==> src/rtl/mwac_pkg.sv <==
`timescale 1ns / 1ps
package mwac_pkg;

	localparam int MAX_LEN_DEF     = 4096;
	localparam int MAX_COLOURS_DEF = 256;
	localparam int COLOUR_W        = 9;
	localparam int POS_W           = 13;

	localparam logic [COLOUR_W-1:0] NUM_COLORS_RESET = COLOUR_W'(1);

	typedef struct packed {
		logic [COLOUR_W-1:0] colour;
		logic                last;
	} in_item_t;

	typedef struct packed {
		logic             found;
		logic [POS_W-1:0] start_pos;
		logic [POS_W-1:0] end_pos;
	} out_item_t;

	// Commands from the controller to the datapath
	typedef struct packed {
		logic accept;
		logic inc;
		logic check;
		logic lrd;
		logic dec;
		logic finish;
	} dp_cmd_t;

	// Status from the datapath to the controller
	typedef struct packed {
		logic counted;
		logic loop_go;
		logic out_idx_zero;
		logic last;
		logic out_free;
	} dp_sts_t;

endpackage

==> src/rtl/mwac_ctrl.sv <==
`timescale 1ns / 1ps
module mwac_ctrl (
	input  logic              clk,
	input  logic              arst_n,
	input  logic              in_valid,
	output logic              in_stall,
	input  mwac_pkg::dp_sts_t sts,
	output mwac_pkg::dp_cmd_t cmd
);

	localparam logic [2:0] S_IDLE   = 3'd0;
	localparam logic [2:0] S_INC    = 3'd1;
	localparam logic [2:0] S_CHECK  = 3'd2;
	localparam logic [2:0] S_LRD    = 3'd3;
	localparam logic [2:0] S_DEC    = 3'd4;
	localparam logic [2:0] S_FINISH = 3'd5;

	logic [2:0] state_q;
	logic [2:0] state_d;

	assign in_stall = (state_q != S_IDLE);

	always_comb begin
		cmd        = '0;
		cmd.accept = (state_q == S_IDLE) && in_valid;
		cmd.inc    = (state_q == S_INC);
		cmd.check  = (state_q == S_CHECK) && sts.loop_go;
		cmd.lrd    = (state_q == S_LRD);
		cmd.dec    = (state_q == S_DEC);
		cmd.finish = (state_q == S_FINISH) && sts.out_free;
	end

	always_comb begin
		state_d = state_q;
		case (state_q)
			S_IDLE: begin
				if (in_valid) begin
					state_d = sts.counted ? S_INC : S_CHECK;
				end
			end
			S_INC: begin
				state_d = S_CHECK;
			end
			S_CHECK: begin
				if (sts.loop_go) begin
					state_d = S_LRD;
				end else if (sts.last) begin
					state_d = S_FINISH;
				end else begin
					state_d = S_IDLE;
				end
			end
			S_LRD: begin
				state_d = sts.out_idx_zero ? S_CHECK : S_DEC;
			end
			S_DEC: begin
				state_d = S_CHECK;
			end
			S_FINISH: begin
				if (sts.out_free) begin
					state_d = S_IDLE;
				end
			end
			default: begin
				state_d = S_IDLE;
			end
		endcase
	end

	always_ff @(posedge clk or negedge arst_n) begin
		if (!arst_n) begin
			state_q <= S_IDLE;
		end else begin
			state_q <= state_d;
		end
	end

endmodule

==> config.mk <==
export PLATFORM = sky130hd
export DESIGN_NAME = mwac_ctrl
export DESIGN_NICKNAME = d
export VERILOG_FILES = /design/src/rtl/mwac_pkg.sv /design/src/rtl/mwac_ctrl.sv
export SDC_FILE = /design/constraint.sdc
export NUM_CORES = 1
export LEC_CHECK = 0
export BUFFER_PORTS_ARGS = -buffer_cell sky130_fd_sc_hd__buf_2
export CORE_AREA = 8 8 45 47
export CTS_CLUSTER_SIZE = 10
export DETAILED_ROUTE_END_ITERATION = 16
export DIE_AREA = 0 0 53 55
export SYNTH_ARGS = -nofsm -noshare
export SYNTH_HDL_FRONTEND = slang
export SYNTH_SLANG_ARGS = --single-unit
==> constraint.sdc <==
create_clock -name clk -period 1.4 [get_ports clk]
set_input_delay 0.14 -clock clk [delete_from_list [all_inputs] [get_ports clk]]
set_output_delay 0.14 -clock clk [all_outputs]
set_load 0.01 [all_outputs]
Yosys cells after proc, flatten, opt, wreduce, memory -nomap -nowiden:

Cells that the tools add are included.

* eq/ne operators: 7
* mux-type cells: 7
* reduce and logical (&&, ||, !) cells: 7

Operator list (count)
* 3-bit 2-to-1 mux: 5
* 3-bit one-hot mux with 5 select lines: 1
* 3-bit by 2-bit equality test with 1-bit output, second input constant: 2
* 3-bit equality test, second input constant: 2
* 2-bit inequality test, second input constant: 2
* 3-bit by 1-bit equality test with 1-bit output, second input constant: 1
* 1-bit logical AND: 3
* 3-bit logical NOT: 1
* 3-bit nonzero test: 1
* 2-bit 2-to-1 mux: 1
* 2-bit AND reduction: 1
* 2-bit OR reduction: 1

* input port bits: 8
* logic and storage cells: 22
* output and inout bits: 7
* register bits: 3

Logic depth before layout (Yosys ltp):

Gate-level depths: netlist of run 1.

* word-level depth: 3
* depth in mapped cells: 4
* mapped depth without buffers: 3

Worst setup path after synthesis of run 1:

No wires, ideal clock.

* kind: reg-to-reg
* start: register state_q[1]
* end: register state_q[1]
* setup time: 120 ps
* setup slack: 159 ps
* data required time: 1280 ps
* clock period less this slack: 1241 ps
* data arrival time: 1121 ps
* stages on the path, launching flop included: 4
* buffers on the path: 0
* cells stage by stage: dfrtp_1 -> or3_4 -> o21bai_1 -> and3_1

* cells in the longest elaborated chain, start to end: 3
* elaborated cells on any way between the ends: 11
* classes of those cells: eq/ne: 7; mux: 1; reduce/logical: 3

Ends and longest elaborated chain
* from (decl): RTL line mwac_ctrl.sv:18 `logic [2:0] state_q;`
* from (signal assigned): RTL line mwac_ctrl.sv:74 `state_q <= state_d;`
* 3-bit equality test, or another cell as far along: RTL line mwac_ctrl.sv:35 `case (state_q)`
* 2-bit OR reduction (no line) or 2-bit inequality test (tied branches)
* 3-bit one-hot mux with 5 select lines or 2-bit AND reduction (tied branches)

Parallel ways exist; a longest one is shown, timed or not.
A chain may end at the register's enable or synchronous reset.

==> results of run 1 <==
## cells in the final DEF (no fill, tap or decap)
master	instances
nand2_1	2
clkbuf_4	3
nor2_1	6
o21ai_0	2
nor2b_1	2
o32ai_1	1
dlygate4sd3_1	1
o21bai_1	1
or3_4	1
dfrtp_2	1
buf_4	3
and3_1	1
nand2b_1	1
nor3b_1	2
nor4b_4	1
a21oi_1	3
buf_2	14
nor2_2	1
inv_1	2
clkbuf_1	1
o22a_1	1
dfrtp_1	2
## final cells by class
| cell class | instances | area share [%] |
|---|---|---|
| multi-input cells | 25 | 41.0 |
| well taps | 16 | 5.08 |
| clock buffers | 4 | 6.67 |
| flip-flops and latches | 3 | 19.4 |
| repair buffers | 18 | 26.0 |
| inverters | 2 | 1.90 |
## report_power, final
part | switching [mW] | leakage (nW) | internal [mW]
clock | 0.0456 | 0.0150 | 0.107
combinational | 0.277 | 0.145 | 0.253
sequential | 0.0285 | 0.0358 | 0.135
total | 0.351 | 0.196 | 0.495
## path summary, 6_finish.rpt
check	depth (start not counted)	slack [ps]	from	to
worst min-delay path	2	240	arst_n	state_q[0]$_DFFE_PN0P_
min in group clk	3	250	sts[0]	state_q[2]$_DFFE_PN0P_
worst max register to register	3	200	state_q[0]$_DFFE_PN0P_	state_q[1]$_DFFE_PN0P_
worst min register to register	2	670	state_q[2]$_DFFE_PN0P_	state_q[2]$_DFFE_PN0P_
max in group asynchronous	2	1050	arst_n	state_q[1]$_DFFE_PN0P_
worst max-delay path	3	60	state_q[0]$_DFFE_PN0P_	cmd[5]
## critical path, delay by kind of cell (launching register included)
| kind | cells | cell delay [ps] |
|---|---|---|
| and+or+nand+nor | 2 | 470 |
| buffers and inverters | 1 | 130 |
| DFF | 1 | 370 |
## logic make-up after synthesis
| family | after synthesis | synth area share, % |
|---|---|---|
| compound gates | 8 | 21.2 |
| flops | 3 | 31.7 |
| buf+inv | 4 | 7.41 |
| simple gates | 17 | 39.7 |
## cells in the mapped netlist (all sizes together)
| master | number |
|---|---|
| dfrtp | 3 |
| a21oi | 3 |
| nor2b | 2 |
| o32ai | 1 |
| nand2 | 2 |
| nor4b | 1 |
| buf | 2 |
| and3 | 1 |
| nand2b | 1 |
| nor3b | 2 |
| or3 | 1 |
| o21bai | 1 |
| inv | 2 |
| o21ai | 2 |
| nor2 | 7 |
| o22a | 1 |
## layer usage
metal / part of all wire [%] / GRT usage [%] / vias up
li1: - / - / 149
met1: 47 / 5.65 / 123
met2: 46 / 7.81 / 9
met3: 6.5 / 2.14 / 0
met4: 0 / 6.47 / 0
met5: 0 / 0 / -
## metrics by stage
step | setup TNS, ps | area [um^2] | hold slack (ps)
after floorplan | 0 | 236 | -156
after global placement | 0 | 332 | -60.7
after detailed placement | 0 | 332 | -60.6
after CTS | 0 | 377 | 240
after global routing | -2.79 | 394 | 242
final | 0 | 394 | 236
## timing repair
| item | in CTS | in global routing |
|---|---|---|
| setup endpoints to repair | 2 | 2 |
| hold endpoints to repair | 3 | 0 |
| buffers inserted | 1 | 0 |
| hold buffers | 1 | 0 |
| resized for setup | 1 | 3 |
| pin swaps | 2 | 2 |
==> impl_metrics.tcl, run 1 <==
set metrics [dict create \
    outcome "complete, no violations" \
    clk_latency_ps 230 \
    leakagePower_nw 0.196 \
    worst_path_largest_cell_delay_ps 390 \
    vdd_drop_max_mv 0.707 \
    avgSynthCellArea_um2 7.39 \
    grt_pass1_vias 304 \
    worstMarginPinSlew_ps 259 \
    io_buffers 14 \
    nNetsFinal 61 \
    slew_viol_final 0 \
    finalHoldViolCount 0 \
    io_pins 15 \
    h-tree-depth 1 \
    worst_hold_path_type "in -> async" \
    viasPerCell 4.13 \
    grt_max_degree 11 \
    cts_buffers 3 \
    die_area_um2 2920 \
    core-area_um2 1380 \
    clk_path_buf_depth 2 \
    fin_skew_ps 0.793 \
    worst_path_max_delay_cell "or3_4" \
    worstSetupPathType "reg -> out" \
    grt_pass1_wl_um 1160 \
    setup_viol 0 \
    overflow 0 \
    ys_warn_count 0 \
    pre_cts_slack_ps 110 \
    clock-root-buffer "clkbuf_4" \
    largest_register_ffs 3 \
    drive_gt1_share_pct 46.2 \
    regArea_um2 76.3 \
    gp_congestion 0.737 \
    die_y_um 55 \
    drc_errors 0 \
    vias 281 \
    netlist.area_leader.share_pct 31.7 \
    avgRoutedWirePerCell_um 10.6 \
    critPathArrivalTime_ps 1200 \
    period_needed_ps 1340 \
    antenna-diode-count 0 \
    cts_tree "yes" \
    syn_area_um2 236 \
    initial_utilization_pct 17.1 \
    synth_area_leaders "dfrtp_1 32%, nor2_1 11%, a21oi_1 6.3%" \
    cp.required_ps 1260 \
    path_clk_slew_ps 40 \
    path_max_fanout 3 \
    die_x_um 53 \
    yosysUniqueCellTypes 16 \
    startpoint_type "flop" \
    multiInputGateArea_um2 161 \
    yosys_register_bits 3 \
    regMostFlops "state_q" \
    worstPathCellList "or3_4 > nor2_2 > buf_2" \
    rsz0062_at_grt "true" \
    synth_top_area_cell "dfrtp_1" \
    layout.cells.non_filler 68 \
    antenna_left 0 \
    rows 14 \
    relSlewSlack_pct 82.7 \
    track_usage_pct 5.47 \
    antenna_found_initial 0 \
    syn_inst 32 \
    p_per_area_nw_per_um2 2150 \
    largestRegisters "state_q: 3 flops" \
    area_growth_pct 66.7 \
    syn_nets 40 \
    clkSinkCount 3 \
    fin_ws_ps 61.6 \
    drtIter0Drc 3 \
    fin_util_pct 28.5 \
    synth-seq-area-share_pct 31.7 \
    placed_cells 62 \
    drv_cap 0 \
    fill_cells 160 \
    dp_hpwl_um 545 \
    end_kind "output port" \
    final.period_utilization_pct 95.6 \
    dr.pass1.iters 4 \
    wl_um 721 \
    fmax_mhz 747 \
    power_mw 0.846 \
]
(Power assumes the default switching activity.)
==> run 2, diff against run 1 <==
==> constraint.sdc (replaced) <==
create_clock -name clk -period 1.4 [get_ports clk]
set_input_delay 0.21 -clock clk [delete_from_list [all_inputs] [get_ports clk]]
set_output_delay 0.21 -clock clk [all_outputs]
set_load 0.01 [all_outputs]
==> run 2 against run 1 <==
Net effect: the run now ends with negative setup slack left; design area increased by 7.9%; fmax is 6.5% lower; flip-flop and latch count unchanged; clock power about the same.
==> impl_metrics.tcl, run 2 (synthesis results as in run 1) <==
set metrics [dict create \
    outcome "finished, violations left" \
    violations "negative setup slack" \
    final.period_utilization_pct 102 \
    rsz0062_at_grt "true" \
    wl_met1_um 380 \
    relSlewSlack_pct 85.9 \
    reg2reg_slack_ps 150 \
    h-tree-depth 1 \
    setup_viol 2 \
    io_pins 15 \
    track_usage_pct 5.86 \
    path_max_fanout 3 \
    gp_congestion 0.745 \
    path_clk_slew_ps 40 \
    worst_path_largest_cell_delay_ps 390 \
    period_needed_ps 1430 \
    io_buffers 14 \
    drtIter0Drc 11 \
    clk_latency_ps 230 \
    met3_length_um 48 \
    dp_hpwl_um 517 \
    cp.buffers_inverters 1 \
    crit_family "simple AND/OR/NAND/NOR gates" \
    critPathArrivalTime_ps 1220 \
    power_mw 0.933 \
    die_y_um 55 \
    cts_buffers 3 \
    vdd_drop_max_mv 0.866 \
    slew_viol_final 0 \
    finalHoldViolCount 0 \
    core-area_um2 1380 \
    clock-root-buffer "clkbuf_4" \
    p_per_area_nw_per_um2 2190 \
    end_kind "output port" \
    grt_max_degree 7 \
    die_x_um 53 \
    drc_errors 0 \
    largestRegisters "state_q: 3 flops" \
    grt_pass1_wl_um 1190 \
    rr_worst_depth 5 \
    initial_utilization_pct 17.1 \
    avgRoutedWirePerCell_um 11.0 \
    viasPerCell 4.19 \
    rr_startpoint "state_q[0]$_DFFE_PN0P_" \
    overflow 0 \
    drive_gt1_share_pct 51.9 \
    worstMarginPinSlew_ps 211 \
    fin_ws_ps -31.4 \
    layout.cells.non_filler 70 \
    regMostFlops "state_q" \
    antenna-diode-count 0 \
    dr.pass1.iters 4 \
    startpoint_type "flop" \
    rr_endpoint "state_q[2]$_DFFE_PN0P_" \
    clkSinkCount 3 \
    worstPathCellList "or3_4 > nor2_1 > buf_2" \
    drv_cap 0 \
    die_area_um2 2920 \
    worstSetupPathType "reg -> out" \
    rows 14 \
    fmax_mhz 699 \
    fin_skew_ps 4.86 \
    holdWs_ps 313 \
    final_common_cell "buf_2" \
    grt_pass1_vias 282 \
    nNetsFinal 63 \
    placed_cells 62 \
    leakagePower_nw 0.209 \
    antenna_found_initial 0 \
    worst_path_max_delay_cell "dfrtp_2" \
    worst_hold_path_type "in -> async" \
    cp.required_ps 1190 \
    clk_path_buf_depth 2 \
    area_growth_pct 79.9 \
    route.met2.wl_um 339 \
    largest_register_ffs 3 \
    layout_common_cells "14 x buf_2, 7 x nor2_1, 4 x buf_4" \
    wl_um 769 \
    top_layer "met3" \
    vias 293 \
    antenna_left 0 \
    cts_tree "yes" \
]
[run 2: changes by cell type in the layout (fill, tap and decap cells not counted), sizes merged]
cell / change
buf: +2
[run 2: timing repair]
| item | CTS | global route |
|---|---|---|
| hold endpoints to repair | 3 | 0 |
| endpoints found under the setup margin | 3 | 4 |
| hold buffers | 1 | 0 |
| buffers inserted | 3 | 0 |
| gates resized for setup | 3 | 3 |
| pin swaps | 1 | 0 |
[run 2: layer usage]
metal / global-route usage (%) / vias to the layer above
met1: 6.88 / 126
met2: 7.42 / 11
met5: 0 / -
li1: - / 156
met4: 5.17 / 0
met3: 3.21 / 0
[run 2: power by group]
part / leakage [nW] / switching [mW] / total, mW / internal (mW)
Sequential: 0.0342 / 0.0410 / 0.178 / 0.137
Clock: 0.0150 / 0.0434 / 0.150 / 0.107
Combinational: 0.159 / 0.283 / 0.606 / 0.323
Total: 0.209 / 0.367 / 0.933 / 0.566
[run 2: worst reg2reg max path: cells and delay by family, from the launching register on]
family / cells / cell delay (ps)
flops: 1 / 390
buf+inv: 2 / 310
compound gates: 2 / 300
simple gates: 1 / 140
[run 2: cell type report]
class	instances	area, um^2
Inverter	2	7.51
Tap cell	16	20.0
Fill cell	148	958
Multi-Input combinational cell	25	164
Sequential cell	3	77.6
Timing Repair Buffer	20	130
Clock buffer	4	26.3
[run 2: worst max path at each step]
stage	from	end	slack (ps)	depth (start not counted)
after floorplan	state_q[1]$_DFFE_PN0P_	state_q[1]$_DFFE_PN0P_	160	3
after global placement	state_q[0]$_DFFE_PN0P_	state_q[1]$_DFFE_PN0P_	140	3
after CTS	state_q[0]$_DFFE_PN0P_	cmd[5]	-40	3
after global routing	state_q[0]$_DFFE_PN0P_	cmd[3]	-90	3
final	state_q[0]$_DFFE_PN0P_	cmd[5]	-30	3
after detailed placement	state_q[1]$_DFFE_PN0P_	state_q[1]$_DFFE_PN0P_	130	3
[run 2: stage by stage]
stage	utilization, %	setup slack (ps)	instance area (um^2)	setup TNS (ps)
final	30.7	-31.4	425	-55.1
after global routing	30.7	-92.1	425	-188
after CTS	29.7	-35.9	412	-35.9
after detailed placement	24.0	129	332	0
after global placement	24.0	144	332	0
after floorplan	-	159	236	0
==> run 3, diff against run 2 <==
BUFFER_PORTS_ARGS = -buffer_cell sky130_fd_sc_hd__clkbuf_2   (was -buffer_cell sky130_fd_sc_hd__buf_2)
SKIP_CTS_REPAIR_TIMING = 1   (was default)
==> run 3 against run 2 <==
Net effect: the run still ends with negative setup slack left; die area did not move; combinational power fell by 24%; global-route usage fell by 0.44 points; routed wire length fell by 13%; largest cell class unchanged; via count rose by 1.4%; highest routed layer is now met4; clock skew fell by 2.2 ps.
==> impl_metrics.tcl, run 3 (synthesis results as in run 1) <==
set metrics [dict create \
    avgRoutedWirePerCell_um 9.84 \
    initial_utilization_pct 17.1 \
    nNetsFinal 61 \
    cp.buffers_inverters 1 \
    power.internal_mw 0.489 \
    end_kind "output port" \
    antenna-diode-count 0 \
    leakagePower_nw 0.187 \
    cts_buffers 3 \
    critPathArrivalTime_ps 1270 \
    largest_register_ffs 3 \
    drv_cap 0 \
    p_sw_mw 0.325 \
    rr_worst_depth 3 \
    clk_latency_ps 230 \
    placed_cells 62 \
    period_needed_ps 1480 \
    die_area_um2 2920 \
    h-tree-depth 1 \
    drc_errors 0 \
    p_comb_share_pct 56.5 \
    drtIter0Drc 6 \
    setup_viol 1 \
    clock-root-buffer "clkbuf_4" \
    grt_max_degree 8 \
    grt_pass1_vias 300 \
    fin_util_pct 27.8 \
    gp_congestion 0.772 \
    clkSinkCount 3 \
    layout.cells.non_filler 68 \
    startpoint_type "flop" \
    path_clk_slew_ps 40 \
    regMostFlops "state_q" \
    core-area_um2 1380 \
    clkPwrFrac_pct 18.7 \
    p_seq_share_pct 24.8 \
    final_common_cell "clkbuf_2" \
    slew_viol_final 0 \
    die_x_um 53 \
    fill_cells 151 \
    io_pins 15 \
    dp_hpwl_um 550 \
    outcome "finished, violations left" \
    worst_path_max_delay_cell "dfrtp_2" \
    track_usage_pct 5.42 \
    fin_ws_ps -78.1 \
    fin_skew_ps 2.62 \
    swShare_pct 40.0 \
    io_buffers 14 \
    violations "negative setup slack" \
    antenna_left 0 \
    rr_endpoint "state_q[1]$_DFFE_PN0P_" \
    wl_um 669 \
    crit_family "simple AND/OR/NAND/NOR gates" \
    overflow 0 \
    path_max_fanout 7 \
    rsz0062_at_grt "true" \
    drive_gt1_share_pct 48.1 \
    finalHoldViolCount 0 \
    rr_startpoint "state_q[1]$_DFFE_PN0P_" \
    final_area_um2 385 \
    antenna_found_initial 0 \
    pre_cts_slack_ps 131 \
    relSlewSlack_pct 84.8 \
    place_area_um2 332 \
    worst_hold_path_type "in -> async" \
    worst_path_largest_cell_delay_ps 430 \
    viasPerCell 4.37 \
    worstMarginPinSlew_ps 227 \
    worstSetupPathType "reg -> out" \
    largestRegisters "state_q: 3 flops" \
    power_mw 0.814 \
    vdd_drop_max_mv 0.774 \
    die_y_um 55 \
    dr.pass1.iters 4 \
    vias 297 \
    cts_tree "yes" \
    layout_common_cells "10 x clkbuf_2, 7 x nor2_1, 4 x buf_2" \
    worstPathCellList "or3_4 > nor2_1 > buf_2" \
    area_growth_pct 63.0 \
    reg2reg_slack_ps 150 \
    p_per_area_nw_per_um2 2110 \
    cp.required_ps 1190 \
    fmax_mhz 677 \
    final.period_utilization_pct 106 \
    rows 14 \
    clk_path_buf_depth 2 \
    grt_pass1_wl_um 1120 \
]
## run 3: metal layers
metal / track usage (%) / share of wire, % / up-vias
li1: - / - / 150
met1: 4.42 / 38 / 132
met2: 8.40 / 45 / 13
met3: 2.41 / 13 / 2
met4: 7.76 / 3.9 / 0
met5: 0 / 0 / -
## run 3: worst reg2reg max path, cell delays in order, from the launching register on
cell,delay [ps]
dfrtp_2,430
or3_4,380
o21bai_1,170
and3_1,160
## run 3: layout make-up
| type | instances | area, um^2 | area share (%) |
|---|---|---|---|
| Clock buffer | 4 | 26.3 | 6.82 |
| Inverter | 2 | 7.51 | 1.95 |
| Multi-Input combinational cell | 25 | 150 | 39.0 |
| Sequential cell | 3 | 78.8 | 20.5 |
| Tap cell | 16 | 20.0 | 5.19 |
| Timing Repair Buffer | 18 | 103 | 26.6 |
## run 3: worst max path at each step
stage	to	depth (start not counted)	start
global route	cmd[5]	3	state_q[1]$_DFFE_PN0P_
global placement	cmd[5]	3	state_q[1]$_DFFE_PN0P_
CTS	cmd[5]	3	state_q[1]$_DFFE_PN0P_
detailed placement	state_q[1]$_DFFE_PN0P_	3	state_q[1]$_DFFE_PN0P_
floorplan	state_q[1]$_DFFE_PN0P_	3	state_q[1]$_DFFE_PN0P_
finish	cmd[5]	3	state_q[1]$_DFFE_PN0P_
## run 3: through the flow
step / hold WS, ps / setup TNS [ps]
6_report: 313 / -78.1
5_1_grt: 338 / -308
4_1_cts: -241 / -218
3_5_place_dp: 14.1 / 0
3_3_place_gp: 13.2 / 0
2_1_floorplan: -85.6 / 0
## run 3: power by group through the flow
stage | Combinational (mW) | Clock, mW | Sequential (mW)
2_1_floorplan | 0.315 | 0 | 0.160
3_3_place_gp | 0.424 | 0 | 0.200
3_5_place_dp | 0.419 | 0 | 0.202
4_1_cts | 0.421 | 0.163 | 0.200
5_1_grt | 0.512 | 0.167 | 0.208
6_report | 0.460 | 0.153 | 0.202
